File: src/hw/rtl/sfp_ram.sv
// Generic single-port synchronous RAM with registered read data.
`default_nettype none

module sfp_ram #(
   parameter int WIDTH = 2,
   parameter int DEPTH = 1024
) (
   input  logic                     clock,
   input  logic                     we,
   input  logic [$clog2(DEPTH)-1:0] addr,
   input  logic [WIDTH-1:0]         wdata,
   output logic [WIDTH-1:0]         rdata
);

   logic [WIDTH-1:0] mem [DEPTH];
   logic [WIDTH-1:0] rdata_ff;

   always_ff @(posedge clock) begin
      if (we) begin
         mem[addr] <= wdata;
      end
      rdata_ff <= mem[addr];
   end

   assign rdata = rdata_ff;

endmodule

`default_nettype wire

File: config.mk
export PLATFORM = sky130hd
export DESIGN_NAME = sfp_ram
export DESIGN_NICKNAME = d
export VERILOG_FILES = /design/src/hw/rtl/sfp_ram.sv
export SDC_FILE = /design/constraint.sdc
export NUM_CORES = 2
export LEC_CHECK = 0
export ABC_CLOCK_PERIOD_IN_PS = 3890
export BUFFER_PORTS_ARGS = -buffer_cell sky130_fd_sc_hd__buf_2
export CAP_MARGIN = 20
export CORE_MARGIN = 10
export CORE_UTILIZATION = 45
export CTS_BUF_LIST = sky130_fd_sc_hd__clkbuf_4
export DETAILED_ROUTE_END_ITERATION = 10
export PLACE_DENSITY_LB_ADDON = 0.08
export SETUP_SLACK_MARGIN = 0.5
export SKIP_LAST_GASP = 1
export SLEW_MARGIN = 20
export SYNTH_ARGS = -nofsm -noshare
export SYNTH_HDL_FRONTEND = slang
export SYNTH_SLANG_ARGS = --single-unit
File: constraint.sdc
create_clock -name clock -period 3.89 [get_ports clock]
set_input_delay 0.1945 -clock clock [delete_from_list [all_inputs] [get_ports clock]]
set_output_delay 0.1945 -clock clock [all_outputs]
set_load 0.01 [all_outputs]
# Yosys cells after proc, flatten, opt, wreduce, memory -nomap -nowiden
# Memory sizes are Yosys's and may differ from the RTL's. A register that Yosys moved wholly into a read port is not among the register bits.
# Index checks and enable logic that the tools add are counted.
[totals]
reg_bits = 0
n_memories = 1
output_inout_bits = 2
word_cells = 3
input_bits = 14
ramBits = 2048
[classes]
mux = 2
[memory_table]
columns = ["memory", "words", "word_bits", "rd", "rd_clocked_by_memory_dff", "write_ports", "line", "text"]
rows = [
  ["mem", 1024, 2, 1, 1, 1, "15", "logic [WIDTH-1:0] mem [DEPTH];"],
]
[ops]
columns = ["cell", "n"]
rows = [
  ["$mux 1", 2],
]

# Depth between registers and ports, before layout
[depth]
word_depth = 2
depth_mapped = 13

# Least setup slack after synthesis
# Ideal clock, no wire load.
[synth_path]
path_kind = "input-to-reg"
start = "in addr[1]"
end = "mem mem[272][0] (enable)"
slack_ps = 1443
t_arrival_ps = 2138
path_buffers = 7
path_stages = 10
cell_sequence = "buf_2 > buf_4 > buf_2 > buf_2 > buf_2 > buf_2 > nor3_2 > nand2_1 > clkbuf_1 > nor2_1"
[synth_lines]
columns = ["item", "line", "text"]
rows = [
  ["start, declared", "10", "input logic [$clog2(DEPTH)-1:0] addr,"],
  ["end, declared", "15", ""],
]
# Straight into the memory's write port.

==> reports/metrics.csv <==
metric,value,unit
post-synth top area cell,edfxtp_1,
gr ovfl total,0,
Core ar.,183000,um2
library cells used by synthesis,55,
signal arrival time at the worst endpoint,4.16,ns
top post-synthesis cells by area,"edfxtp_1 (74%), mux2i_1 (7.9%), mux4_2 (5.2%), nor2_1 (5.0%), o22ai_1 (2.0%)",
Sink Count,2050,
Post-synth EDFFs,2048,
"FF+latch count, synth",2050,
initial antenna violation count,17,
Hold Path Class,in -> reg,
Worst path max stage delay,0.57,ns
top post-synthesis cells by count,"edfxtp_1 (2048), nor2_1 (1104), mux2i_1 (657), o22ai_1 (260), clkbuf_1 (242)",
CP most frequent cell,dlygate4sd3_1,
Bufs and invs on worst path,5,
Syn Std Cell Area,83200,um2
CTS buffer count,561,
layout cells sized above 1,23.8,%
CTS max path bufs,4,
number of DRC markers in iteration 0,5425,
most common flop cell mapped by yosys,edfxtp_1,
Port-buffer cells,15,
first drt pass iteration count,5,
slew margin rel.,24.4,%
Max Transition Viols Final,0,
P_leak,31.6,nW
"Async S/R FF share, synth",0,%
via count,49813,
Final min period,2.95,ns
Synth top area share,73.9,%
fmax,0.339,GHz
clock transition at the registers of the reported paths,0.05,ns
share of power burned in registers,53.5,%
crit-path cells,dlygate4sd3_1 -> buf_8 -> buf_12 -> buf_4 -> mux4_2 -> mux2_2 -> nand2_1 -> o2111ai_1 -> nand3_1 -> dlygate4sd3_1 -> and4_1 -> nand4b_1,
H-Tree Depth,6,
sw power,10.4,mW
sequential share of the synthesized area,74.0,%
Final period util,75.9,%
"antenna viol nets, final",0,
Max Cap Viol,0,
first-pass GRT wire length,364000,um
CP Class,in -> reg,
Comb pwr share,5.1,%
TNS Setup,0,ns
power consumption,45.4,mW
status,"finished, final reports clean",
vias per cell,5.86,
Syn Area/Cell,16.0,um2
final-report setup violation count,0,
cell area after layout,95100,um2
final WL,257000,um
Root Driver,clkbuf_4,
DP HPWL,149000,um
CTS tree,yes,
die height,450,um
drt drc,0,
"CP delay by family, top",buffers and inverters,
syn_nets,5207,
Layout Nets,5673,
Peak VDD IR,0.318,mV
clock share of power,41.4,%
Rows,157,
Final Hold Viols,0,
I/O pins,16,
Filler cells,15521,
Initial Utilization,45.3,%
internal power,35.0,mW
RSZ-0062 raised after global routing,false,
Crit. End Element,flop,
CP Data Required Time,5.10,ns
Mapped Cells,5193,
largest net degree at the start of global routing,118,
Slew @ Worst Pin,1.13,ns
Sw Share,22.9,%
"Warnings, synthesis",0,
most frequent cell after synthesis,edfxtp_1,
die width,450,um
GRT Total Usage,24.8,%
Post-DP Area,88100,um2
vias in the first global route,50739,
crit path launch type,input port,
synthesis-to-layout area growth,14.3,%
die area,203000,um2
pwr/cell area,478,nW/um2
"Clk Latency, worst-skew pair",1.36,ns
CP max FO,28,
GPL Wtd Cong,0.806,
clk_skew,0.0749,ns
post-DR wirelength/cell,30.2,um
crit path max-delay cell type,dlygate4sd3_1,
==> per-stage QoR <==
stage	setup slack [ns]	hold WS [ns]	cells	utilization [%]
2_1_floorplan	1.44	0.293	5193	-
3_5_place_dp	0.295	0.689	7538	48.0
4_1_cts	0.946	0.184	8491	51.8
6_report	0.936	0.361	8502	51.8
3_3_place_gp	0.260	0.694	7538	48.0
5_1_grt	0.851	0.286	8495	51.8
==> logic make-up (layout without fill, tap and decap cells) <==
| logic type | after synthesis | in the layout | synth area share [%] |
|---|---|---|---|
| AO/OA/AOI/OAI | 459 | 459 | 3.58 |
| buffers and inverters | 428 | 1262 | 2.30 |
| multiplexers | 864 | 864 | 13.3 |
| flip-flops | 2050 | 2050 | 74.0 |
| other | 0 | 11 | 0 |
| AND/OR/NAND/NOR | 1392 | 1392 | 6.87 |
==> placed cells by master (no fill, tap or decap), types with 10 or more instances in the layout <==
cell type / instances
nor2_1: 1099
o2111ai_1: 21
nand4_1: 22
o22ai_1: 260
inv_2: 15
nor4_1: 40
nand3_1: 37
clkinv_1: 75
a211oi_1: 25
mux2i_1: 657
diode_2: 11
o21ai_0: 74
buf_2: 10
nand2_1: 65
nor3_1: 31
buf_12: 82
buf_4: 210
a22oi_1: 47
mux4_2: 191
nand2_4: 27
clkbuf_4: 827
mux2_2: 16
edfxtp_1: 2048
dlygate4sd3_1: 20
==> worst register-to-register path: stages (launching register included) <==
cell and delay [ns]:
edfxtp_1 0.37, mux4_2 0.48, mux2_2 0.31, nand2_1 0.08, o2111ai_1 0.34, nand3_1 0.20
dlygate4sd3_1 0.56, and4_1 0.33, nand4b_1 0.14
==> state kept, by name, indices dropped and copies added (netlist names) <==
register / cells
mem: 2048
rdata: 2
==> layer usage <==
metal	global-route usage [%]	wire (um)	up-vias	part of all wire (%)
met5	0	36	-	0.014
met4	8.24	7420	6	2.9
met3	4.96	20200	400	7.9
met2	38.9	120000	2232	47
met1	34.8	110000	25856	43
li1	-	-	21319	-
==> layout make-up <==
cell class | count | area [um2] | share of cell area (%)
clock buffer | 827 | 6210 | 6.53
clock inverter | 104 | 539 | 0.567
multi-input combinational | 2715 | 20100 | 21.1
antenna | 11 | 27.5 | 0.0289
sequential | 2050 | 61500 | 64.7
tap | 2464 | 3080 | 3.24
timing repair buffer | 328 | 3580 | 3.77
inverter | 3 | 11.3 | 0.0118
==> worst paths after layout <==
path,start,to,slack (ns),depth (start not counted)
min,addr[5],rdata[0],0.36,6
max,addr[0],rdata[0],0.94,12
max reg2reg,mem[462][0],rdata[0],0.97,8
min reg2reg,mem[407][1],rdata[1],1.00,6
==> what timing repair did <==
item | 4_1_cts | 5_1_grt
hold buffers | 22 | 0
buffers inserted | 0 | 0
hold endpoints to repair | 2865 | 0
gates resized for setup | 0 | 0
==> power by group through the flow <==
stage                     registers [mW]  logic (mW)  clock network (mW)
after floorplan                     24.8        1.08                   0
after global placement              24.8        2.27                   0
after detailed placement            24.8        2.27                   0
after CTS                           24.3        2.31                19.2
after global routing                24.3        2.42                20.5
final                               24.3        2.31                18.8
Power figures use the tool's default switching activity.
