--- src/hw/rtl/sfp_pkg.sv ---
// Package with the shared constants, types and helper function of the scaled 2bpp packer.
`default_nettype none

package sfp_pkg;

   localparam int SRC_WIDTH  = 320;
   localparam int SRC_HEIGHT = 256;
   localparam int MAX_WORDS  = 19200;
   localparam int SRC_SIZE   = SRC_WIDTH * SRC_HEIGHT;
   localparam int ADDR_W     = $clog2(SRC_SIZE);
   localparam int FRAME_CAP  = (MAX_WORDS < 32768) ? MAX_WORDS : 32768;

   localparam int PIX_W        = 2;
   localparam int PIXEL_ADDR_W = 17;
   localparam int POS_W        = 15;
   localparam int DATA_W       = 16;
   localparam int TOTAL_W      = 16;
   localparam int STEP_W       = 18;
   localparam int FRAC_W       = 16;
   localparam int X_W          = 9;
   localparam int Y_W          = 8;
   localparam int SLOT_W       = 3;

   localparam int X_MAX   = 2 ** X_W - 1;
   localparam int Y_MAX   = 2 ** Y_W - 1;
   localparam int ROW_MAX = Y_MAX + ((Y_MAX * (2 ** STEP_W - 1)) >> FRAC_W);
   localparam int COL_MAX = X_MAX + ((X_MAX * (2 ** STEP_W - 1)) >> FRAC_W);
   localparam int ROW_W   = $clog2(ROW_MAX + 1);
   localparam int COL_W   = $clog2(COL_MAX + 1);
   localparam int LIN_MAX = ROW_MAX * SRC_WIDTH + COL_MAX;
   localparam int LIN_W   = $clog2(LIN_MAX + 1);
   localparam int RED_MAX = (LIN_MAX > 2 ** PIXEL_ADDR_W - 1) ? LIN_MAX : 2 ** PIXEL_ADDR_W - 1;
   localparam int RED_W   = $clog2(RED_MAX + 1);
   localparam int MOD_STEPS = $clog2(RED_MAX / SRC_SIZE + 1);

   localparam int NUM_REGS   = 7;
   localparam int CSR_DATA_W = 32;
   localparam int CSR_ADDR_W = $clog2(NUM_REGS * 4);
   localparam int REG_IDX_W  = CSR_ADDR_W - 2;

   localparam logic [REG_IDX_W-1:0] REG_PACK_FORMAT  = REG_IDX_W'(0);
   localparam logic [REG_IDX_W-1:0] REG_X_STEP       = REG_IDX_W'(1);
   localparam logic [REG_IDX_W-1:0] REG_Y_STEP       = REG_IDX_W'(2);
   localparam logic [REG_IDX_W-1:0] REG_DEST_WIDTH   = REG_IDX_W'(3);
   localparam logic [REG_IDX_W-1:0] REG_DEST_HEIGHT  = REG_IDX_W'(4);
   localparam logic [REG_IDX_W-1:0] REG_SRC_X_OFFSET = REG_IDX_W'(5);
   localparam logic [REG_IDX_W-1:0] REG_SRC_Y_OFFSET = REG_IDX_W'(6);

   localparam logic FUNC_WRITE = 1'b0;
   localparam logic FUNC_EMIT  = 1'b1;

   localparam logic [SLOT_W-1:0] LAST_SLOT_BYTE   = SLOT_W'(3);
   localparam logic [SLOT_W-1:0] LAST_SLOT_PLANES = SLOT_W'(7);

   typedef enum logic [1:0] {
      FMT_HORIZ  = 2'd0,
      FMT_VERT   = 2'd1,
      FMT_PLANES = 2'd2
   } fmt_type;

   typedef struct packed {
      logic                    func;
      logic [PIXEL_ADDR_W-1:0] pixel_address;
      logic [PIX_W-1:0]        pixel_value;
   } req_word_type;

   typedef struct packed {
      logic [POS_W-1:0]  word_address;
      logic [DATA_W-1:0] word_data;
      logic [DATA_W-1:0] slot_mask;
      logic              frame_last;
   } rsp_word_type;

   typedef struct packed {
      fmt_type            fmt;
      logic [X_W-1:0]     width;
      logic [Y_W-1:0]     height;
      logic [STEP_W-1:0]  x_step;
      logic [STEP_W-1:0]  y_step;
      logic [X_W-1:0]     x_off;
      logic [Y_W-1:0]     y_off;
      logic [X_W-1:0]     divisor;
      logic [TOTAL_W-1:0] total;
   } cfg_view_type;

   typedef struct packed {
      logic              we;
      logic [ADDR_W-1:0] addr;
      logic [PIX_W-1:0]  wdata;
   } ram_req_type;

   function automatic logic [ADDR_W-1:0] src_reduce(input logic [RED_W-1:0] value);
      logic [RED_W-1:0] rest;
      rest = value;
      for (int j = MOD_STEPS - 1; j >= 0; j--) begin
         if (rest >= RED_W'(SRC_SIZE * (2 ** j))) begin
            rest = rest - RED_W'(SRC_SIZE * (2 ** j));
         end
      end
      return rest[ADDR_W-1:0];
   endfunction

endpackage

`default_nettype wire

--- src/hw/rtl/sfp_regs.sv ---
// Configuration register file with its APB-style port and the derived frame geometry.
`default_nettype none

module sfp_regs (
   input  logic                             clock,
   input  logic                             reset,
   input  logic                             psel,
   input  logic                             penable,
   input  logic                             pwrite,
   input  logic [sfp_pkg::CSR_ADDR_W-1:0]   paddr,
   input  logic [sfp_pkg::CSR_DATA_W-1:0]   pwdata,
   output logic [sfp_pkg::CSR_DATA_W-1:0]   prdata,
   output logic                             pready,
   output sfp_pkg::cfg_view_type            cfg,
   output logic                             cfg_write
);

   import sfp_pkg::*;

   logic [1:0]           fmt_raw_ff;
   logic [STEP_W-1:0]    x_step_ff;
   logic [STEP_W-1:0]    y_step_ff;
   logic [X_W-1:0]       width_ff;
   logic [Y_W-1:0]       height_ff;
   logic [X_W-1:0]       x_off_ff;
   logic [Y_W-1:0]       y_off_ff;
   cfg_view_type         view_ff;
   cfg_view_type         view_in;

   logic [REG_IDX_W-1:0] reg_idx;
   logic [X_W-1:0]       w1;
   logic [Y_W-1:0]       h1;
   logic [X_W:0]         w_sum;
   logic [Y_W:0]         h_sum4;
   logic [Y_W:0]         h_sum8;
   logic [X_W-2:0]       per_row;
   logic [Y_W-2:0]       rows4;
   logic [Y_W-3:0]       rows8;
   logic [TOTAL_W-1:0]   total_raw;

   assign reg_idx   = paddr[CSR_ADDR_W-1:2];
   assign cfg_write = psel & penable & pwrite;
   assign pready    = 1'b1;

   always_ff @(posedge clock) begin
      if (reset) begin
         fmt_raw_ff <= 2'd0;
         x_step_ff  <= STEP_W'(65536);
         y_step_ff  <= STEP_W'(65536);
         width_ff   <= X_W'(160);
         height_ff  <= Y_W'(128);
         x_off_ff   <= '0;
         y_off_ff   <= '0;
      end else if (cfg_write) begin
         unique case (reg_idx)
            REG_PACK_FORMAT:  fmt_raw_ff <= pwdata[1:0];
            REG_X_STEP:       x_step_ff  <= pwdata[STEP_W-1:0];
            REG_Y_STEP:       y_step_ff  <= pwdata[STEP_W-1:0];
            REG_DEST_WIDTH:   width_ff   <= pwdata[X_W-1:0];
            REG_DEST_HEIGHT:  height_ff  <= pwdata[Y_W-1:0];
            REG_SRC_X_OFFSET: x_off_ff   <= pwdata[X_W-1:0];
            REG_SRC_Y_OFFSET: y_off_ff   <= pwdata[Y_W-1:0];
            default: ;
         endcase
      end
      view_ff <= view_in;
   end

   always_comb begin
      unique case (reg_idx)
         REG_PACK_FORMAT:  prdata = CSR_DATA_W'(fmt_raw_ff);
         REG_X_STEP:       prdata = CSR_DATA_W'(x_step_ff);
         REG_Y_STEP:       prdata = CSR_DATA_W'(y_step_ff);
         REG_DEST_WIDTH:   prdata = CSR_DATA_W'(width_ff);
         REG_DEST_HEIGHT:  prdata = CSR_DATA_W'(height_ff);
         REG_SRC_X_OFFSET: prdata = CSR_DATA_W'(x_off_ff);
         REG_SRC_Y_OFFSET: prdata = CSR_DATA_W'(y_off_ff);
         default:          prdata = '0;
      endcase
   end

   always_comb begin
      w1      = (width_ff == '0) ? X_W'(1) : width_ff;
      h1      = (height_ff == '0) ? Y_W'(1) : height_ff;
      w_sum   = {1'b0, w1} + (X_W + 1)'(3);
      h_sum4  = {1'b0, h1} + (Y_W + 1)'(3);
      h_sum8  = {1'b0, h1} + (Y_W + 1)'(7);
      per_row = w_sum[X_W:2];
      rows4   = h_sum4[Y_W:2];
      rows8   = h_sum8[Y_W:3];

      view_in.width  = w1;
      view_in.height = h1;
      view_in.x_step = x_step_ff;
      view_in.y_step = y_step_ff;
      view_in.x_off  = x_off_ff;
      view_in.y_off  = y_off_ff;

      if (fmt_raw_ff == FMT_PLANES) begin
         view_in.fmt = FMT_PLANES;
      end else if (fmt_raw_ff == FMT_VERT) begin
         view_in.fmt = FMT_VERT;
      end else begin
         view_in.fmt = FMT_HORIZ;
      end

      unique case (view_in.fmt)
         FMT_VERT: begin
            total_raw       = TOTAL_W'(rows4) * TOTAL_W'(w1);
            view_in.divisor = w1;
         end
         FMT_PLANES: begin
            total_raw       = TOTAL_W'(rows8) * TOTAL_W'(w1);
            view_in.divisor = w1;
         end
         default: begin
            total_raw       = TOTAL_W'(h1) * TOTAL_W'(per_row);
            view_in.divisor = X_W'(per_row);
         end
      endcase

      view_in.total = (total_raw > TOTAL_W'(FRAME_CAP)) ? TOTAL_W'(FRAME_CAP) : total_raw;
   end

   assign cfg = view_ff;

endmodule

`default_nettype wire

--- config.mk ---
export PLATFORM = sky130hd
export DESIGN_NAME = sfp_regs
export DESIGN_NICKNAME = d
export VERILOG_FILES = /design/src/hw/rtl/sfp_pkg.sv /design/src/hw/rtl/sfp_regs.sv
export SDC_FILE = /design/constraint.sdc
export NUM_CORES = 1
export LEC_CHECK = 0
export BUFFER_PORTS_ARGS = -buffer_cell sky130_fd_sc_hd__buf_2
export CAP_MARGIN = 20
export CORE_MARGIN = 2
export CORE_UTILIZATION = 55
export CTS_BUF_LIST = sky130_fd_sc_hd__clkbuf_8
export CTS_CLUSTER_SIZE = 14
export DETAILED_ROUTE_END_ITERATION = 6
export PLACE_DENSITY = 0.85
export SYNTH_ARGS = -nofsm -noshare
export SYNTH_HDL_FRONTEND = slang
export SYNTH_SLANG_ARGS = --single-unit
--- constraint.sdc ---
create_clock -name clock -period 5.74 [get_ports clock]
set_input_delay 0.861 -clock clock [delete_from_list [all_inputs] [get_ports clock]]
set_output_delay 0.861 -clock clock [all_outputs]
set_load 0.03 [all_outputs]
# After elaboration in Yosys (flattened, before gate mapping)
# Cells that the tools add are included.
[op_classes]
add_sub_neg = 3
mul = 3
order_cmp = 1
eq_ne = 10
mux = 7
bitwise = 2
n_reduce_logical = 11
[op_table]
columns = ["op", "n"]
rows = [
  ["18-bit one-hot mux with 7 select lines", 1],
  ["16-bit one-hot mux with 2 select lines", 1],
  ["16-bit by 15-bit greater-than comparator with 1-bit output, second input constant", 1],
  ["7-bit by 9-bit multiplier with 16-bit output", 1],
  ["8-bit by 8-bit multiplier with 16-bit output", 1],
  ["8-bit 2-to-1 mux", 2],
  ["6-bit by 9-bit multiplier with 15-bit output", 1],
  ["2-bit AND reduction", 7],
  ["9-bit by 2-bit adder with 10-bit output, second input constant", 1],
  ["8-bit by 2-bit adder with 9-bit output, second input constant", 1],
  ["8-bit by 3-bit adder with 9-bit output, second input constant", 1],
  ["3-bit equality test, second input constant", 3],
  ["9-bit logical NOT", 1],
  ["9-bit 2-to-1 mux", 1],
  ["8-bit logical NOT", 1],
  ["3-bit by 2-bit equality test with 1-bit output, second input constant", 2],
  ["2-bit by 1-bit equality test with 1-bit output, second input constant", 2],
  ["2-bit equality test, second input constant", 2],
  ["3-bit by 1-bit equality test with 1-bit output, second input constant", 1],
  ["3-bit logical NOT", 1],
  ["1-bit bitwise AND", 2],
  ["2-bit 2-to-1 mux", 1],
  ["2-bit OR reduction", 1],
  ["1-bit 2-to-1 mux", 1],
]
[totals]
reg_bits = 169
output_inout_bits = 131
word_cells = 54

# Depth between registers and ports, before layout
[depth]
ltp_word = 6
mapped_depth = 27

# Least setup slack after synthesis
# Ideal clock, no wire load.
[synth_timing]
path_kind = "reg-to-reg"
start = "reg width_ff[2]"
end = "reg view_ff (netlist bit cfg[0])"
arrival_ns = 6.087
required_ns = 5.640
slack_ns = -0.446
path_stages_with_launch = 24
path_buffers = 1
period_less_slack_ns = 6.186
cell_sequence = "dfxtp_1 clkbuf_1 o21a_1 nand3_1 nor2_1 nand3_1 xnor2_1 nand2b_1 fa_1 fa_1 inv_1 fa_1 inv_1 fa_1 inv_1 ha_1 and3_1 a221oi_2 o21ai_1 a21oi_1 mux2i_1 a311oi_2 a21oi_2 a2111oi_4"
[synth_between]
elab_chain_len = 6
[synth_rtl]
columns = ["item", "line_no", "source"]
rows = [
  ["from (decl)", "sfp_regs.sv:23", "logic [X_W-1:0] width_ff;"],
  ["from (signal assigned)", "sfp_regs.sv:59", "REG_DEST_WIDTH: width_ff <= pwdata[X_W-1:0];"],
  ["9-bit logical NOT", "sfp_regs.sv:83", "w1 = (width_ff == '0) ? X_W'(1) : width_ff;"],
  ["9-bit 2-to-1 mux *", "sfp_regs.sv:83", ""],
  ["9-bit by 2-bit adder with 10-bit output", "sfp_regs.sv:85", "w_sum = {1'b0, w1} + (X_W + 1)'(3);"],
  ["8-bit by 8-bit multiplier with 16-bit output", "sfp_regs.sv:117", "total_raw = TOTAL_W'(h1) * TOTAL_W'(per_row);"],
  ["16-bit one-hot mux with 2 select lines *", "sfp_regs.sv:107", "unique case (view_in.fmt)"],
  ["16-bit by 15-bit greater-than comparator with 1-bit output", "sfp_regs.sv:122", "view_in.total = (total_raw > TOTAL_W'(FRAME_CAP)) ? TOTAL_W'(FRAME_CAP) : total_raw;"],
  ["to (signal assigned)", "sfp_regs.sv:66", "view_ff <= view_in;"],
  ["to (decl)", "sfp_regs.sv:27", "cfg_view_type view_ff;"],
]
# Mark *: on every way between the ends. The rest lies on a longest branch, timed or not.
# A chain may end at the register's enable or synchronous reset.

# Worst setup path in the final report
[layout_timing]
start = "reg height_ff[0]"
end = "reg view_ff (netlist bit cfg[8])"
[layout_between]
elab_chain_len = 6
[layout_rtl]
columns = ["item", "line_no", "source"]
rows = [
  ["from (decl)", "sfp_regs.sv:24", "logic [Y_W-1:0] height_ff;"],
  ["from (signal assigned)", "sfp_regs.sv:60", "REG_DEST_HEIGHT: height_ff <= pwdata[Y_W-1:0];"],
  ["8-bit logical NOT", "sfp_regs.sv:84", "h1 = (height_ff == '0) ? Y_W'(1) : height_ff;"],
  ["8-bit 2-to-1 mux *", "sfp_regs.sv:84", ""],
  ["8-bit by 3-bit adder with 9-bit output / 8-bit by 2-bit adder with 9-bit output (equally long branches)", "sfp_regs.sv:87, sfp_regs.sv:86", ""],
  ["6-bit by 9-bit multiplier with 15-bit output / 7-bit by 9-bit multiplier with 16-bit output (equally long branches)", "sfp_regs.sv:113, sfp_regs.sv:109", ""],
  ["16-bit one-hot mux with 2 select lines *", "sfp_regs.sv:107", ""],
  ["16-bit by 15-bit greater-than comparator with 1-bit output", "sfp_regs.sv:122", ""],
]
# Marked as above.

==> impl_metrics.env <==
export IMPL_synth_seq_area_share_pct=27.5
export IMPL_numCtsBuffers=17
export IMPL_clock_sinks=169
export IMPL_fin_nets=1827
export IMPL_grt_pass1_wl_um=54500
export IMPL_core_area_sq_um=21900
export IMPL_synth_edf_count=0
export IMPL_hold_viol=0
export IMPL_ys_ff_latch=169
export IMPL_whs_path_depth=0
export IMPL_cts_buffer_depth=2
export IMPL_worstPathCellList="nor2_2, nor2b_4, nand2_1, xor2_1, buf_4, nor2_1, fa_1, fa_1, fa_1, inv_1, fa_1, inv_1, ha_1, o21a_1, o21ai_4, buf_4, nor2_1, a21oi_2, xnor2_2, a311o_1, nor4_2, a22oi_1"
export IMPL_yosysMostFrequentCell="dfxtp_1"
export IMPL_multiInputGateArea_sq_um=8440
export IMPL_maxCapViolCount=0
export IMPL_grt_start_max_net_pins=70
export IMPL_placed_area_sq_um=13900
export IMPL_m1WireLength_um=13100
export IMPL_fill_cells=1606
export IMPL_max_stage_delay_ps=560
export IMPL_place_port_buffers=141
export IMPL_cp_slowest_cell="fa_1"
export IMPL_max_freq_mhz=175
export IMPL_gp_congestion=0.929
export IMPL_synth_area_top_cells="dfxtp_1, fa_1, ha_1"
export IMPL_dieArea_sq_um=23600
export IMPL_cts_hold_buf=0
export IMPL_worst_pin_slew_ps=949
export IMPL_status="complete, but fails checks"
export IMPL_io_pins=173
export IMPL_overflow=0
export IMPL_postRouteWirelength_um=35900
export IMPL_die_width_um=154
export IMPL_yosys_warnings=0
export IMPL_routedWlPerCell_um=19.0
export IMPL_ys_flop_type="dfxtp_1"
export IMPL_n_antenna_cell=0
export IMPL_synth_top_area_cell="dfxtp_1"
export IMPL_cts_root_buf="clkbuf_8"
export IMPL_drv_slew=0
export IMPL_startpoint_type="register"
export IMPL_ant_nets=0
export IMPL_drive_gt1_share_pct=24.9
export IMPL_clkLatencyLatePin_ps=480
export IMPL_post_route_period_util_pct=99.5
export IMPL_syn_area_per_cell_sq_um=8.81
export IMPL_fin_area_sq_um=14800
export IMPL_die_h_um=154
export IMPL_setup_viol=0
export IMPL_detail_route_vias_per_cell=5.89
export IMPL_htreeDepth=4
export IMPL_start_util_pct=56.2
export IMPL_reg2reg_depth=22
export IMPL_crit_type="reg2reg"
export IMPL_power_density_nw_per_um2=156
export IMPL_power_leakage_nw=6.94
export IMPL_violations="DRC"
export IMPL_syn_inst=1396
export IMPL_routed_wl_met2_um=17300
export IMPL_skew_ps=27.1
export IMPL_worstPathRequired_ps=6090
export IMPL_num_vias=11103
export IMPL_hold_class="reg2reg"
export IMPL_finalCriticalPeriod_ps=5710
export IMPL_async_flop_share_pct=0
export IMPL_peakVddDrop_uv=270
export IMPL_final_util_pct=67.7
export IMPL_post_dp_hpwl_um=25600
export IMPL_critPathMaxFanout=5
export IMPL_syn_area_sq_um=12300
export IMPL_clk_pin_slew_worst_paths_ps=120
export IMPL_antenna_found_initial=0
export IMPL_wl_met3_um=3680
export IMPL_first_iter_violations=1089
export IMPL_synth_top_cells_by_count="dfxtp_1, inv_1, nor2_1"
export IMPL_worstPathArrival_ps=6060
export IMPL_grt_pass1_vias=10856
export IMPL_ys_types=78
export IMPL_top_layer="met4"
export IMPL_dr_pass1_iters=7
export IMPL_syn2layout_area_growth_pct=20.4
export IMPL_relSlewSlack_pct=36.5
export IMPL_synth_top_cell_area_share_pct=27.5
export IMPL_regArea_sq_um=3400
export IMPL_drc=3
export IMPL_end_kind="register"
export IMPL_cts_tree="yes"
export IMPL_track_usage_pct=28.6
export IMPL_placementRows=54
export IMPL_crit_path_frequent_cell="fa_1"
==> cells in the final DEF (no fill, tap or decap), types with 9 or more instances in the layout <==
cell / synthesis / routed
a221oi_1: 9 / 9
o21ai_0: 23 / 21
clkbuf_8: 0 / 17
dfxtp_1: 169 / 160
xnor2_1: 15 / 10
a22oi_1: 13 / 13
buf_2: 4 / 141
and2_1: 37 / 37
mux2i_1: 44 / 43
nand2b_1: 39 / 36
nand2_1: 121 / 118
buf_4: 18 / 107
fa_1: 99 / 97
nor2b_1: 86 / 77
nor3_1: 14 / 13
mux2_2: 11 / 11
nor2_1: 122 / 117
a21oi_1: 82 / 73
ha_1: 95 / 90
xor2_1: 18 / 14
inv_1: 147 / 146
nand3_1: 21 / 16
conb_1: 2 / 16
nand4_1: 9 / 9
a21oi_2: 2 / 10
o21ai_1: 10 / 12
==> area by class of cell <==
cell class,instances,share of cell area (%)
multi-input combinational,997,57.0
sequential,169,23.0
timing repair buffer,257,10.9
inverter,149,3.78
tap,280,2.37
clock buffer,17,1.58
clock inverter,15,1.43
==> logic make-up after synthesis <==
kind of cell	share of synthesized area, %
compound gates	12.1
xor+xnor	2.35
fa+ha+maj	25.8
buf+inv	8.16
flops	27.5
mux	4.95
other cells	0.0611
simple gates	19.1
==> per-stage QoR <==
| step | instances | worst slack [ps] | hold slack (ps) | total power (W) | TNS [ps] |
|---|---|---|---|---|---|
| detailed placement | 1845 | -34.9 | 356 | 0.00141 | -79.8 |
| global placement | 1845 | 44.3 | 354 | 0.00140 | 0 |
| floorplan | 1410 | 39.0 | 345 | 0.00135 | 0 |
| finish | 1884 | 31.2 | 367 | 0.00231 | 0 |
| CTS | 1878 | 19.2 | 362 | 0.00232 | 0 |
| global route | 1884 | -95.6 | 371 | 0.00238 | -654 |
==> report_power, final <==
part | total, W | leakage (nW) | switching (W) | internal (W)
registers | 0.00119 | 1.37 | 0.00000563 | 0.00118
logic | 0.000203 | 5.36 | 0.000138 | 0.0000643
clock network | 0.000923 | 0.218 | 0.000573 | 0.000350
total | 0.00231 | 6.94 | 0.000717 | 0.00160
==> metal layers <==
layer / track usage, % / up-vias
met5: 0 / -
met4: 13.2 / 0
met3: 6.71 / 156
met2: 47.5 / 697
met1: 35.5 / 5305
li1: - / 4945
==> sequential cells by signal, summed over array words and instances (netlist names) <==
register    cells
y_off_ff        8
width_ff        9
y_step_ff      18
fmt_raw_ff      2
x_step_ff      18
cfg            97
height_ff       8
x_off_ff        9
==> critical path: cells and delay by family, from the launching register on <==
kind | cells | cell delay (ps)
AO/OA/AOI/OAI | 5 | 1140
XOR/XNOR | 2 | 400
adder cells (fa/ha/maj) | 5 | 2400
buffers and inverters | 4 | 480
flip-flops | 1 | 380
AND/OR/NAND/NOR | 6 | 790
==> what timing repair did <==
item                       in CTS  in global routing
setup endpoints to repair      15                 15
gates resized for setup         9                 90
buffers inserted                1                  6
pin swaps                       1                 38
==> path summary, 6_finish.rpt <==
check                           end  slack [ps]                       from
setup / recovery  cfg[8]$_SDFF_PN1_          30  height_ff[0]$_SDFFE_PP0P_
setup reg to reg  cfg[8]$_SDFF_PN1_          30  height_ff[0]$_SDFFE_PP0P_
hold / removal      cfg[68]$_DFF_P_         370  x_step_ff[8]$_SDFFE_PP0P_
hold reg to reg     cfg[68]$_DFF_P_         370  x_step_ff[8]$_SDFFE_PP0P_
No activity file was read; power rests on OpenSTA's default activity.
