`config.mk`:
```
export PLATFORM = sky130hd
export DESIGN_NAME = sfp_engine
export DESIGN_NICKNAME = d
export VERILOG_FILES = /design/src/hw/rtl/sfp_pkg.sv /design/src/hw/rtl/sfp_engine.sv
export SDC_FILE = /design/constraint.sdc
export NUM_CORES = 1
export LEC_CHECK = 0
export BUFFER_PORTS_ARGS = -buffer_cell sky130_fd_sc_hd__buf_2
export CORE_UTILIZATION = 50
export DETAILED_ROUTE_END_ITERATION = 10
export GPL_ROUTABILITY_DRIVEN = 0
export GPL_TIMING_DRIVEN = 1
export MAX_ROUTING_LAYER = met4
export PLACE_DENSITY = 0.69
export RECOVER_POWER = 25
export SYNTH_ARGS = -nofsm -noshare
export SYNTH_HDL_FRONTEND = slang
export SYNTH_SLANG_ARGS = --single-unit
```
`constraint.sdc`:
```
create_clock -name clock -period 12.7 [get_ports clock]
set_input_delay 1.905 -clock clock [delete_from_list [all_inputs] [get_ports clock]]
set_output_delay 1.905 -clock clock [all_outputs]
set_load 0.02 [all_outputs]
```
`src/hw/rtl/sfp_pkg.sv`:
```
// Package with the shared constants, types and helper function of the scaled 2bpp packer.
`default_nettype none

package sfp_pkg;

   localparam int SRC_WIDTH  = 320;
   localparam int SRC_HEIGHT = 256;
   localparam int MAX_WORDS  = 19200;
   localparam int SRC_SIZE   = SRC_WIDTH * SRC_HEIGHT;
   localparam int ADDR_W     = $clog2(SRC_SIZE);
   localparam int FRAME_CAP  = (MAX_WORDS < 32768) ? MAX_WORDS : 32768;

   localparam int PIX_W        = 2;
   localparam int PIXEL_ADDR_W = 17;
   localparam int POS_W        = 15;
   localparam int DATA_W       = 16;
   localparam int TOTAL_W      = 16;
   localparam int STEP_W       = 18;
   localparam int FRAC_W       = 16;
   localparam int X_W          = 9;
   localparam int Y_W          = 8;
   localparam int SLOT_W       = 3;

   localparam int X_MAX   = 2 ** X_W - 1;
   localparam int Y_MAX   = 2 ** Y_W - 1;
   localparam int ROW_MAX = Y_MAX + ((Y_MAX * (2 ** STEP_W - 1)) >> FRAC_W);
   localparam int COL_MAX = X_MAX + ((X_MAX * (2 ** STEP_W - 1)) >> FRAC_W);
   localparam int ROW_W   = $clog2(ROW_MAX + 1);
   localparam int COL_W   = $clog2(COL_MAX + 1);
   localparam int LIN_MAX = ROW_MAX * SRC_WIDTH + COL_MAX;
   localparam int LIN_W   = $clog2(LIN_MAX + 1);
   localparam int RED_MAX = (LIN_MAX > 2 ** PIXEL_ADDR_W - 1) ? LIN_MAX : 2 ** PIXEL_ADDR_W - 1;
   localparam int RED_W   = $clog2(RED_MAX + 1);
   localparam int MOD_STEPS = $clog2(RED_MAX / SRC_SIZE + 1);

   localparam int NUM_REGS   = 7;
   localparam int CSR_DATA_W = 32;
   localparam int CSR_ADDR_W = $clog2(NUM_REGS * 4);
   localparam int REG_IDX_W  = CSR_ADDR_W - 2;

   localparam logic [REG_IDX_W-1:0] REG_PACK_FORMAT  = REG_IDX_W'(0);
   localparam logic [REG_IDX_W-1:0] REG_X_STEP       = REG_IDX_W'(1);
   localparam logic [REG_IDX_W-1:0] REG_Y_STEP       = REG_IDX_W'(2);
   localparam logic [REG_IDX_W-1:0] REG_DEST_WIDTH   = REG_IDX_W'(3);
   localparam logic [REG_IDX_W-1:0] REG_DEST_HEIGHT  = REG_IDX_W'(4);
   localparam logic [REG_IDX_W-1:0] REG_SRC_X_OFFSET = REG_IDX_W'(5);
   localparam logic [REG_IDX_W-1:0] REG_SRC_Y_OFFSET = REG_IDX_W'(6);

   localparam logic FUNC_WRITE = 1'b0;
   localparam logic FUNC_EMIT  = 1'b1;

   localparam logic [SLOT_W-1:0] LAST_SLOT_BYTE   = SLOT_W'(3);
   localparam logic [SLOT_W-1:0] LAST_SLOT_PLANES = SLOT_W'(7);

   typedef enum logic [1:0] {
      FMT_HORIZ  = 2'd0,
      FMT_VERT   = 2'd1,
      FMT_PLANES = 2'd2
   } fmt_type;

   typedef struct packed {
      logic                    func;
      logic [PIXEL_ADDR_W-1:0] pixel_address;
      logic [PIX_W-1:0]        pixel_value;
   } req_word_type;

   typedef struct packed {
      logic [POS_W-1:0]  word_address;
      logic [DATA_W-1:0] word_data;
      logic [DATA_W-1:0] slot_mask;
      logic              frame_last;
   } rsp_word_type;

   typedef struct packed {
      fmt_type            fmt;
      logic [X_W-1:0]     width;
      logic [Y_W-1:0]     height;
      logic [STEP_W-1:0]  x_step;
      logic [STEP_W-1:0]  y_step;
      logic [X_W-1:0]     x_off;
      logic [Y_W-1:0]     y_off;
      logic [X_W-1:0]     divisor;
      logic [TOTAL_W-1:0] total;
   } cfg_view_type;

   typedef struct packed {
      logic              we;
      logic [ADDR_W-1:0] addr;
      logic [PIX_W-1:0]  wdata;
   } ram_req_type;

   function automatic logic [ADDR_W-1:0] src_reduce(input logic [RED_W-1:0] value);
      logic [RED_W-1:0] rest;
      rest = value;
      for (int j = MOD_STEPS - 1; j >= 0; j--) begin
         if (rest >= RED_W'(SRC_SIZE * (2 ** j))) begin
            rest = rest - RED_W'(SRC_SIZE * (2 ** j));
         end
      end
      return rest[ADDR_W-1:0];
   endfunction

endpackage

`default_nettype wire

```
`src/hw/rtl/sfp_engine.sv`:
```
// Word sequencer: position tracking, divider, sample address pipeline and packing.
`default_nettype none

module sfp_engine (
   input  logic                        clock,
   input  logic                        reset,
   input  logic                        req_valid,
   output logic                        req_stall,
   input  sfp_pkg::req_word_type       req_word,
   output logic                        rsp_valid,
   input  logic                        rsp_stall,
   output sfp_pkg::rsp_word_type       rsp_word,
   input  sfp_pkg::cfg_view_type       cfg,
   input  logic                        cfg_write,
   output sfp_pkg::ram_req_type        ram_req,
   input  logic [sfp_pkg::PIX_W-1:0]   ram_rdata
);

   import sfp_pkg::*;

   localparam int QUO_W   = Y_W;
   localparam int REM_W   = X_W;
   localparam int COORD_W = Y_W + 3;
   localparam int PX_W    = X_W + STEP_W;
   localparam int PY_W    = Y_W + STEP_W;
   localparam int CNT_W   = $clog2(POS_W);

   typedef enum logic [2:0] {
      ST_IDLE,
      ST_PREP,
      ST_DIV,
      ST_RUN,
      ST_DRAIN,
      ST_DONE
   } state_type;

   state_type          state_ff, state_in;
   logic [POS_W-1:0]   pos_ff, pos_in;
   logic [QUO_W-1:0]   quo_ff, quo_in;
   logic [REM_W-1:0]   rem_ff, rem_in;
   logic               dirty_ff, dirty_in;
   logic [POS_W-1:0]   div_num_ff, div_num_in;
   logic [REM_W-1:0]   div_rem_ff, div_rem_in;
   logic [POS_W-1:0]   div_quo_ff, div_quo_in;
   logic [CNT_W-1:0]   div_cnt_ff, div_cnt_in;
   logic [SLOT_W-1:0]  slot_ff, slot_in;
   logic [DATA_W-1:0]  acc_data_ff, acc_data_in;
   logic [DATA_W-1:0]  acc_mask_ff, acc_mask_in;
   logic               rsp_valid_ff, rsp_valid_in;
   rsp_word_type       rsp_word_ff, rsp_word_in;

   logic               s0_live_ff, s0_live_in;
   logic [SLOT_W-1:0]  s0_slot_ff;
   logic               s0_ok_ff, s0_ok_in;
   logic [X_W-1:0]     s0_x_ff, s0_x_in;
   logic [Y_W-1:0]     s0_y_ff, s0_y_in;
   logic               s1_live_ff;
   logic [SLOT_W-1:0]  s1_slot_ff;
   logic               s1_ok_ff;
   logic [PX_W-1:0]    s1_px_ff, s1_px_in;
   logic [PY_W-1:0]    s1_py_ff, s1_py_in;
   logic               s2_live_ff;
   logic [SLOT_W-1:0]  s2_slot_ff;
   logic               s2_ok_ff;
   logic [LIN_W-1:0]   s2_lin_ff, s2_lin_in;
   logic               s3_live_ff;
   logic [SLOT_W-1:0]  s3_slot_ff;
   logic               s3_ok_ff;

   logic [REM_W:0]     trial;
   logic [REM_W:0]     trial_sub;
   logic               trial_ge;
   logic [REM_W-1:0]   div_rem_step;
   logic [POS_W:0]     div_quo_full;
   logic [COORD_W-1:0] x_wide;
   logic [COORD_W-1:0] y_wide;
   logic [SLOT_W-1:0]  last_slot;
   logic [ROW_W-1:0]   row;
   logic [COL_W-1:0]   col;
   logic [3:0]         shift;
   logic [DATA_W-1:0]  pix16;
   logic [DATA_W-1:0]  planes16;
   logic [TOTAL_W-1:0] pos_inc;
   logic [REM_W:0]     rem_inc;
   logic               out_free;
   logic               write_now;

   always_ff @(posedge clock) begin
      if (reset) begin
         state_ff     <= ST_IDLE;
         pos_ff       <= '0;
         quo_ff       <= '0;
         rem_ff       <= '0;
         dirty_ff     <= 1'b0;
         rsp_valid_ff <= 1'b0;
         s0_live_ff   <= 1'b0;
         s1_live_ff   <= 1'b0;
         s2_live_ff   <= 1'b0;
         s3_live_ff   <= 1'b0;
      end else begin
         state_ff     <= state_in;
         pos_ff       <= pos_in;
         quo_ff       <= quo_in;
         rem_ff       <= rem_in;
         dirty_ff     <= dirty_in;
         rsp_valid_ff <= rsp_valid_in;
         s0_live_ff   <= s0_live_in;
         s1_live_ff   <= s0_live_ff;
         s2_live_ff   <= s1_live_ff;
         s3_live_ff   <= s2_live_ff;
      end
      div_num_ff  <= div_num_in;
      div_rem_ff  <= div_rem_in;
      div_quo_ff  <= div_quo_in;
      div_cnt_ff  <= div_cnt_in;
      slot_ff     <= slot_in;
      acc_data_ff <= acc_data_in;
      acc_mask_ff <= acc_mask_in;
      rsp_word_ff <= rsp_word_in;
      s0_slot_ff  <= slot_ff;
      s0_ok_ff    <= s0_ok_in;
      s0_x_ff     <= s0_x_in;
      s0_y_ff     <= s0_y_in;
      s1_slot_ff  <= s0_slot_ff;
      s1_ok_ff    <= s0_ok_ff;
      s1_px_ff    <= s1_px_in;
      s1_py_ff    <= s1_py_in;
      s2_slot_ff  <= s1_slot_ff;
      s2_ok_ff    <= s1_ok_ff;
      s2_lin_ff   <= s2_lin_in;
      s3_slot_ff  <= s2_slot_ff;
      s3_ok_ff    <= s2_ok_ff;
   end

   // Restoring division step, one quotient bit a cycle.
   always_comb begin
      trial        = {div_rem_ff, div_num_ff[POS_W-1]};
      trial_sub    = trial - {1'b0, cfg.divisor};
      trial_ge     = trial >= {1'b0, cfg.divisor};
      div_rem_step = trial_ge ? trial_sub[REM_W-1:0] : trial[REM_W-1:0];
      div_quo_full = {div_quo_ff, trial_ge};
   end

   // Destination coordinates of the slot being issued.
   always_comb begin
      last_slot = (cfg.fmt == FMT_PLANES) ? LAST_SLOT_PLANES : LAST_SLOT_BYTE;
      unique case (cfg.fmt)
         FMT_VERT: begin
            x_wide   = COORD_W'(rem_ff);
            y_wide   = COORD_W'({quo_ff, 2'b00}) + COORD_W'(slot_ff);
            s0_ok_in = y_wide < COORD_W'(cfg.height);
         end
         FMT_PLANES: begin
            x_wide   = COORD_W'(rem_ff);
            y_wide   = COORD_W'({quo_ff, 3'b000}) + COORD_W'(slot_ff);
            s0_ok_in = y_wide < COORD_W'(cfg.height);
         end
         default: begin
            x_wide   = COORD_W'({rem_ff, 2'b00}) + COORD_W'(slot_ff);
            y_wide   = COORD_W'(quo_ff);
            s0_ok_in = x_wide < COORD_W'(cfg.width);
         end
      endcase
      s0_x_in = x_wide[X_W-1:0];
      s0_y_in = y_wide[Y_W-1:0];
   end

   // Sample address pipeline.
   always_comb begin
      s1_px_in  = s0_x_ff * cfg.x_step;
      s1_py_in  = s0_y_ff * cfg.y_step;
      row       = ROW_W'(cfg.y_off) + ROW_W'(s1_py_ff[PY_W-1:FRAC_W]);
      col       = COL_W'(cfg.x_off) + COL_W'(s1_px_ff[PX_W-1:FRAC_W]);
      s2_lin_in = LIN_W'(row * SRC_WIDTH) + LIN_W'(col);
   end

   always_comb begin
      write_now     = (state_ff == ST_IDLE) && req_valid && (req_word.func == FUNC_WRITE);
      ram_req.we    = write_now;
      ram_req.wdata = req_word.pixel_value;
      ram_req.addr  = write_now ? src_reduce(RED_W'(req_word.pixel_address))
                                : src_reduce(RED_W'(s2_lin_ff));
   end

   always_comb begin
      pix16    = DATA_W'(ram_rdata);
      planes16 = DATA_W'({ram_rdata[1], 7'b0000000, ram_rdata[0]});
      pos_inc  = TOTAL_W'(pos_ff) + TOTAL_W'(1);
      rem_inc  = {1'b0, rem_ff} + (REM_W + 1)'(1);
      out_free = !rsp_valid_ff || !rsp_stall;

      state_in     = state_ff;
      pos_in       = pos_ff;
      quo_in       = quo_ff;
      rem_in       = rem_ff;
      dirty_in     = dirty_ff;
      div_num_in   = div_num_ff;
      div_rem_in   = div_rem_ff;
      div_quo_in   = div_quo_ff;
      div_cnt_in   = div_cnt_ff;
      slot_in      = slot_ff;
      s0_live_in   = 1'b0;
      acc_data_in  = acc_data_ff;
      acc_mask_in  = acc_mask_ff;
      rsp_word_in  = rsp_word_ff;
      rsp_valid_in = rsp_valid_ff && rsp_stall;
      shift        = 4'd0;

      if (s3_live_ff && s3_ok_ff) begin
         unique case (cfg.fmt)
            FMT_VERT: begin
               shift       = {1'b0, s3_slot_ff[1:0], 1'b0};
               acc_data_in = acc_data_ff | (pix16 << shift);
               acc_mask_in = acc_mask_ff | (DATA_W'(16'h0003) << shift);
            end
            FMT_PLANES: begin
               shift       = {1'b0, s3_slot_ff};
               acc_data_in = acc_data_ff | (planes16 << shift);
               acc_mask_in = acc_mask_ff | (DATA_W'(16'h0101) << shift);
            end
            default: begin
               shift       = {1'b0, ~s3_slot_ff[1:0], 1'b0};
               acc_data_in = acc_data_ff | (pix16 << shift);
               acc_mask_in = acc_mask_ff | (DATA_W'(16'h0003) << shift);
            end
         endcase
      end

      unique case (state_ff)
         ST_IDLE: begin
            if (req_valid && req_word.func == FUNC_EMIT) begin
               state_in = ST_PREP;
            end
         end
         ST_PREP: begin
            acc_data_in = '0;
            acc_mask_in = '0;
            slot_in     = '0;
            if (TOTAL_W'(pos_ff) >= cfg.total) begin
               pos_in   = '0;
               quo_in   = '0;
               rem_in   = '0;
               dirty_in = 1'b0;
               state_in = ST_RUN;
            end else if (dirty_ff) begin
               div_num_in = pos_ff;
               div_rem_in = '0;
               div_quo_in = '0;
               div_cnt_in = '0;
               state_in   = ST_DIV;
            end else begin
               state_in = ST_RUN;
            end
         end
         ST_DIV: begin
            div_num_in = div_num_ff << 1;
            div_rem_in = div_rem_step;
            div_quo_in = div_quo_full[POS_W-1:0];
            div_cnt_in = div_cnt_ff + CNT_W'(1);
            if (div_cnt_ff == CNT_W'(POS_W - 1)) begin
               quo_in   = div_quo_full[QUO_W-1:0];
               rem_in   = div_rem_step;
               dirty_in = 1'b0;
               state_in = ST_RUN;
            end
         end
         ST_RUN: begin
            s0_live_in = 1'b1;
            slot_in    = slot_ff + SLOT_W'(1);
            if (slot_ff == last_slot) begin
               state_in = ST_DRAIN;
            end
         end
         ST_DRAIN: begin
            if (s3_live_ff && s3_slot_ff == last_slot) begin
               state_in = ST_DONE;
            end
         end
         ST_DONE: begin
            if (out_free) begin
               rsp_valid_in             = 1'b1;
               rsp_word_in.word_address = pos_ff;
               rsp_word_in.word_data    = acc_data_ff;
               rsp_word_in.slot_mask    = acc_mask_ff;
               rsp_word_in.frame_last   = (pos_inc == cfg.total);
               if (pos_inc >= cfg.total) begin
                  pos_in = '0;
                  quo_in = '0;
                  rem_in = '0;
               end else begin
                  pos_in = pos_inc[POS_W-1:0];
                  if (rem_inc == (REM_W + 1)'(cfg.divisor)) begin
                     rem_in = '0;
                     quo_in = quo_ff + QUO_W'(1);
                  end else begin
                     rem_in = rem_inc[REM_W-1:0];
                  end
               end
               state_in = ST_IDLE;
            end
         end
         default: begin
            state_in = ST_IDLE;
         end
      endcase

      if (cfg_write) begin
         dirty_in = 1'b1;
      end
   end

   assign req_stall = (state_ff != ST_IDLE);
   assign rsp_valid = rsp_valid_ff;
   assign rsp_word  = rsp_word_ff;

endmodule

`default_nettype wire

```
# After elaboration in Yosys (flattened, before gate mapping)
# Cells that the tools add are included.
# totals
ff_bits	264
input_bits	124
# op_classes
n_addsub	18
multipliers	3
order_cmp	12
n_eq_ne	23
shifts	6
n_mux	58
bitwise	8
reduce_logical	24
# ops
cell	n
bitwise OR 16 bit	6
two-way mux 9 bit	9
two-way mux 19 bit	4
two-way mux 15 bit	5
case mux 16 bit (2 select lines)	2
case mux 15 bit (2 select lines)	2
two-way mux 17 bit	3
two-way mux 8 bit	5
greater-or-equal comparator 19 x 17 -> 1 bit (second input constant)	2
greater-or-equal comparator 19 x 18 -> 1 bit (second input constant)	2
subtractor 19 x 18 -> 19 bit (second input constant)	2
subtractor 17 bit (second input constant)	2
<< shifter 2 x 3 -> 16 bit	2
<< shifter 2 x 3 -> 16 bit (first input constant)	2
multiplier 9 x 18 -> 27 bit	1
case mux 9 bit (3 select lines)	1
multiplier 8 x 18 -> 26 bit	1
case mux 8 bit (3 select lines)	1
adder 11 x 3 -> 11 bit	2
less-than comparator 11 x 8 -> 1 bit	2
adder 19 x 12 -> 19 bit	1
greater-or-equal comparator 17 x 19 -> 1 bit (second input constant)	1
greater-or-equal comparator 19 bit (second input constant)	1
subtractor 17 x 19 -> 19 bit (second input constant)	1
other kinds (53)	92

# Logic depth before layout (Yosys ltp)
# depth
word_depth	7
depth_mapped	19
mapped_depth_nobuf	19

# Worst setup path before layout
# Ideal clock, no wire load.
# synth_path
path_type	input port to flip-flop
from	input port cfg[64] (netlist name)
to	register s1_px_ff[26]
setup_ns	0.121
arrival_time_ns	5.814
setup_slack_ns	6.765
cell_stages	16
n_path_buf	0
cell_sequence	and2_1 -> fa_1 -> fa_1 -> fa_1 -> inv_1 -> fa_1 -> inv_1 -> ha_1 -> nand4_1 -> a211oi_1 -> a2111o_1 -> a2bb2oi_1 -> o31ai_1 -> nor4_1 -> nor3_1 -> xnor2_1
# synth_via
elab_chain_len	1
# synth_lines
element	line_no	rtl
from (decl)	sfp_engine.sv:13	input sfp_pkg::cfg_view_type cfg,
multiplier 9 x 18 -> 27 bit	sfp_engine.sv:170	s1_px_in = s0_x_ff * cfg.x_step;
named net s1_px_in[26]	sfp_engine.sv:60	logic [PX_W-1:0] s1_px_ff, s1_px_in;
to (signal assigned)	sfp_engine.sv:126	s1_px_ff <= s1_px_in;
to (decl)	sfp_engine.sv:60	
# The timed path passes the listed nets, and every way through them passes these cells.
# A chain may end at the register's enable or synchronous reset.

# Worst setup path after layout
# layout_path
from	input port cfg[65] (netlist name)
to	register s1_px_ff[26]
# The elaborated chain is that of the path after synthesis.

==> run_results.csv <==
group,metric,value,unit
timing,fin_setup_tns,0,ps
timing,fin_ws,6670,ps
timing,clock.fmax,166,MHz
place,port_buffers,189,
synthesis,synth_cells,2251,
timing,hold_violations,0,
finish,final_cell_mix,"inv_1, and2_1, fa_1",
synthesis,synthFlopType,"dfxtp_1",
routing,drt_pass1_iterations,5,
routing,dr_total_vias,16303,
die,initial_core_util,0.512,
worst_hold_path,min_path_type,"reg -> reg",
critical_path,slowest_stage,"fa_1",
synthesis,async_flop_share,0,
die,core,41200,um^2
synthesis,yosysUniqueCellTypes,75,
critical_path,cp_data_arrival_time,6460,ps
critical_path,cp_data_required_time,13130,ps
routing,ant_nets,0,
clock_tree,cts_resized,0,
timing,tightestPinTransition,1500,ps
critical_path,path_common_cell,"fa_1",
die,die_area,43000,um^2
critical_path,reg2reg_depth,17,
timing,slew_headroom,-0.00141,
synthesis,synth_top_cell_by_area,"fa_1",
clock_tree,path_clk_slew,60,ps
place,post-place-ws,6130,ps
global_route,antenna_found_initial,3,
routing,drtIter0Drc,915,
clock_tree,cts_tree,"yes",
synthesis,netlist_area,21100,um^2
global_route,grt_pass1_vias,17240,
power_and_ir_drop,power_leakage,11.5,nW
global_route,grtUsageTotal,0.243,
global_route,grt_max_degree,45,
finish,final_common_cell,"inv_1",
critical_path,crit_family,"adder cells",
global_route,grt_pass1_wl,84.0,mm
synthesis,ys_ff_latch,232,
timing,skew,14.2,ps
critical_path,slowest_delay,580,ps
timing,rsz0062_at_grt,"false",
routing,wl_per_cell,16.6,um
clock_tree,cts_buffer_depth,3,
timing,slew_violations,31,
finish,fin_nets,2952,
critical_path,cp_max_fo,9,
synthesis,synthTopCellsByArea,"fa_1, dfxtp_1, ha_1, edfxtp_1, and2_1",
critical_path,startpoint_type,"input pin",
worst_hold_path,min_from,"s2_slot_ff[0]",
die,dieHeight,207,um
clock_tree,postCtsSetupBuffers,0,
clock_tree,cts_hold_buf,0,
global_route,gr-total-overflow,0,
die,die_w,207,um
synthesis,syn_nets,2798,
die,io_pins,194,
timing,hold_slack,322,ps
timing,fin_crit_sh,0.474,
routing,wl,49.2,mm
worst_hold_path,min_to,"s3_slot_ff[0]",
synthesis,synth.yosys.seq_area_share,0.261,
power_and_ir_drop,vdd_drop_max,0.108,mV
critical_path,cp_num_buf_inv,4,
status,failed_checks,"max-capacitance violations, max-slew violations",
run,drv_cap,1,
clock_tree,root_buffer,"clkbuf_16",
die,num_rows,74,
clock_tree,insertion_delay,560,ps
worst_hold_path,hold_depth,0,
timing,finalSetupViolations,0,
routing,vias_per_cell,5.51,
synthesis,syn_avg_cell_area,9.37,um^2
critical_path,end_kind,"register",
critical_path,timing.rr.start,"s0_x_ff[1]",
critical_path,crit_chain,"buf_2, nand2_1, fa_1, inv_1, fa_1, inv_1, fa_1, inv_1, fa_1, ha_1, nor4_1, o21ai_0, a2111o_1, a2bb2oi_1, o31ai_1, nor4_1, nor3_1, xnor2_1",
timing,period_needed,6030,ps
status,status,"finished, violations left",
power_and_ir_drop,total_power,2.97,mW
synthesis,yosysWarnings,0,
clock_tree,cts_sinks,232,
synthesis,synth-edff-count,86,
critical_path,r2r_end,"s1_px_ff[26]",
clock_tree,htreeDepth,1,
finish,area_growth,11.3,%
synthesis,synth_top_area_frac,0.203,
power_and_ir_drop,powerDensity,127,nW/um^2
clock_tree,cts_buffers,27,
place,dp_hpwl,38.0,mm
finish,drive_gt1_frac,0.121,
finish,final_util,0.570,
critical_path,critPathKind,"in -> reg",
critical_path,r2r_setup_slack,7290,ps
routing,drc,0,
-- state kept, by name (all words and copies together) (netlist names), 10 cells and up --
register     flops
div_num_ff      15
acc_data_ff     16
s1_py_ff        10
rsp_word        48
pos_ff          15
s2_lin_ff       19
acc_mask_ff     16
s1_px_ff        11
-- cells in the mapped netlist, drive strengths merged (5+ instances only) --
library cell	count
inv	312
a31o	10
a2111oi	5
a31oi	8
a21oi	93
dfxtp	146
a22o	8
o21a	14
nand2b	21
a21boi	6
mux2i	10
fa	214
a21o	26
mux2	24
or3	7
xor2	34
o21ai	66
buf	13
nor4	8
nor2b	15
o22ai	8
xnor2	56
nor2	136
a221oi	5
ha	209
nand2	194
nand4	19
o21bai	8
nor3	35
o31ai	7
edfxtp	86
and2	232
clkbuf	59
o32ai	10
o211ai	14
nand3	42
and3	20
a211oi	15
-- worst register-to-register path: stages (launching register included) --
cell and delay [ps]:
dfxtp_1 860, nand2_1 180, fa_1 550, inv_1 60, fa_1 530, inv_1 60
fa_1 480, inv_1 60, fa_1 480, ha_1 230, nor4_1 280, o21ai_0 190
a2111o_1 470, a2bb2oi_1 270, o31ai_1 190, nor4_1 190, nor3_1 100, xnor2_1 130
-- metrics by stage --
step,area (um^2),instances
after detailed placement,22500,2908
final,23500,2961
after CTS,23500,2958
after floorplan,21100,2251
after global routing,23500,2960
after global placement,22500,2908
-- worst max-delay path by stage --
stage | depth (start not counted) | slack (ps) | end | from
2_1_floorplan | 16 | 6770 | s1_px_ff[26] | cfg[64]
3_3_place_gp | 17 | 6320 | s1_px_ff[26] | cfg[64]
3_5_place_dp | 18 | 6130 | s1_px_ff[26] | cfg[65]
4_1_cts | 8 | 6720 | ram_req[16] | req_word[8]
5_1_grt | 18 | 6390 | s1_px_ff[26] | cfg[65]
6_report | 18 | 6670 | s1_px_ff[26] | cfg[65]
-- cell families (layout without fill, tap and decap cells) --
logic type                 count (synthesis)  in the layout  share of synthesized area
other                                      0              3                          0
adders and majority gates                423            423                      0.327
xor gates and xnor gates                  90             90                     0.0374
buffers and inverters                    384            559                     0.0702
DFF                                      232            232                      0.261
and+or+nand+nor                          755            755                      0.183
muxes                                     34             34                     0.0176
AOI/OAI and AO/OA                        333            333                      0.104
-- final cells by class --
type | instances | area, um^2
diodes | 3 | 7.51
clock buffers | 35 | 821
clock inverters | 15 | 176
fillers | 3646 | 17700
inverters | 312 | 1170
multi-input cells | 1635 | 14100
flip-flops and latches | 232 | 5510
well taps | 532 | 666
repair buffers | 197 | 997
-- where the power goes --
part	internal [mW]	leakage, nW	switching (mW)
combinational	0.475	9.02	0.672
sequential	0.891	1.98	0.0788
clock	0.508	0.489	0.347
-- routing by layer --
metal / vias to the layer above / track usage / wire length, um / share of wire
li1: 7790 / - / - / -
met1: 8005 / 0.313 / 21900 / 0.45
met2: 435 / 0.411 / 24000 / 0.49
met3: 73 / 0.0241 / 2430 / 0.049
met4: 0 / 0.0589 / 911 / 0.019
met5: - / - / 0 / 0
Note: power is estimated with default switching activity, not from simulation.
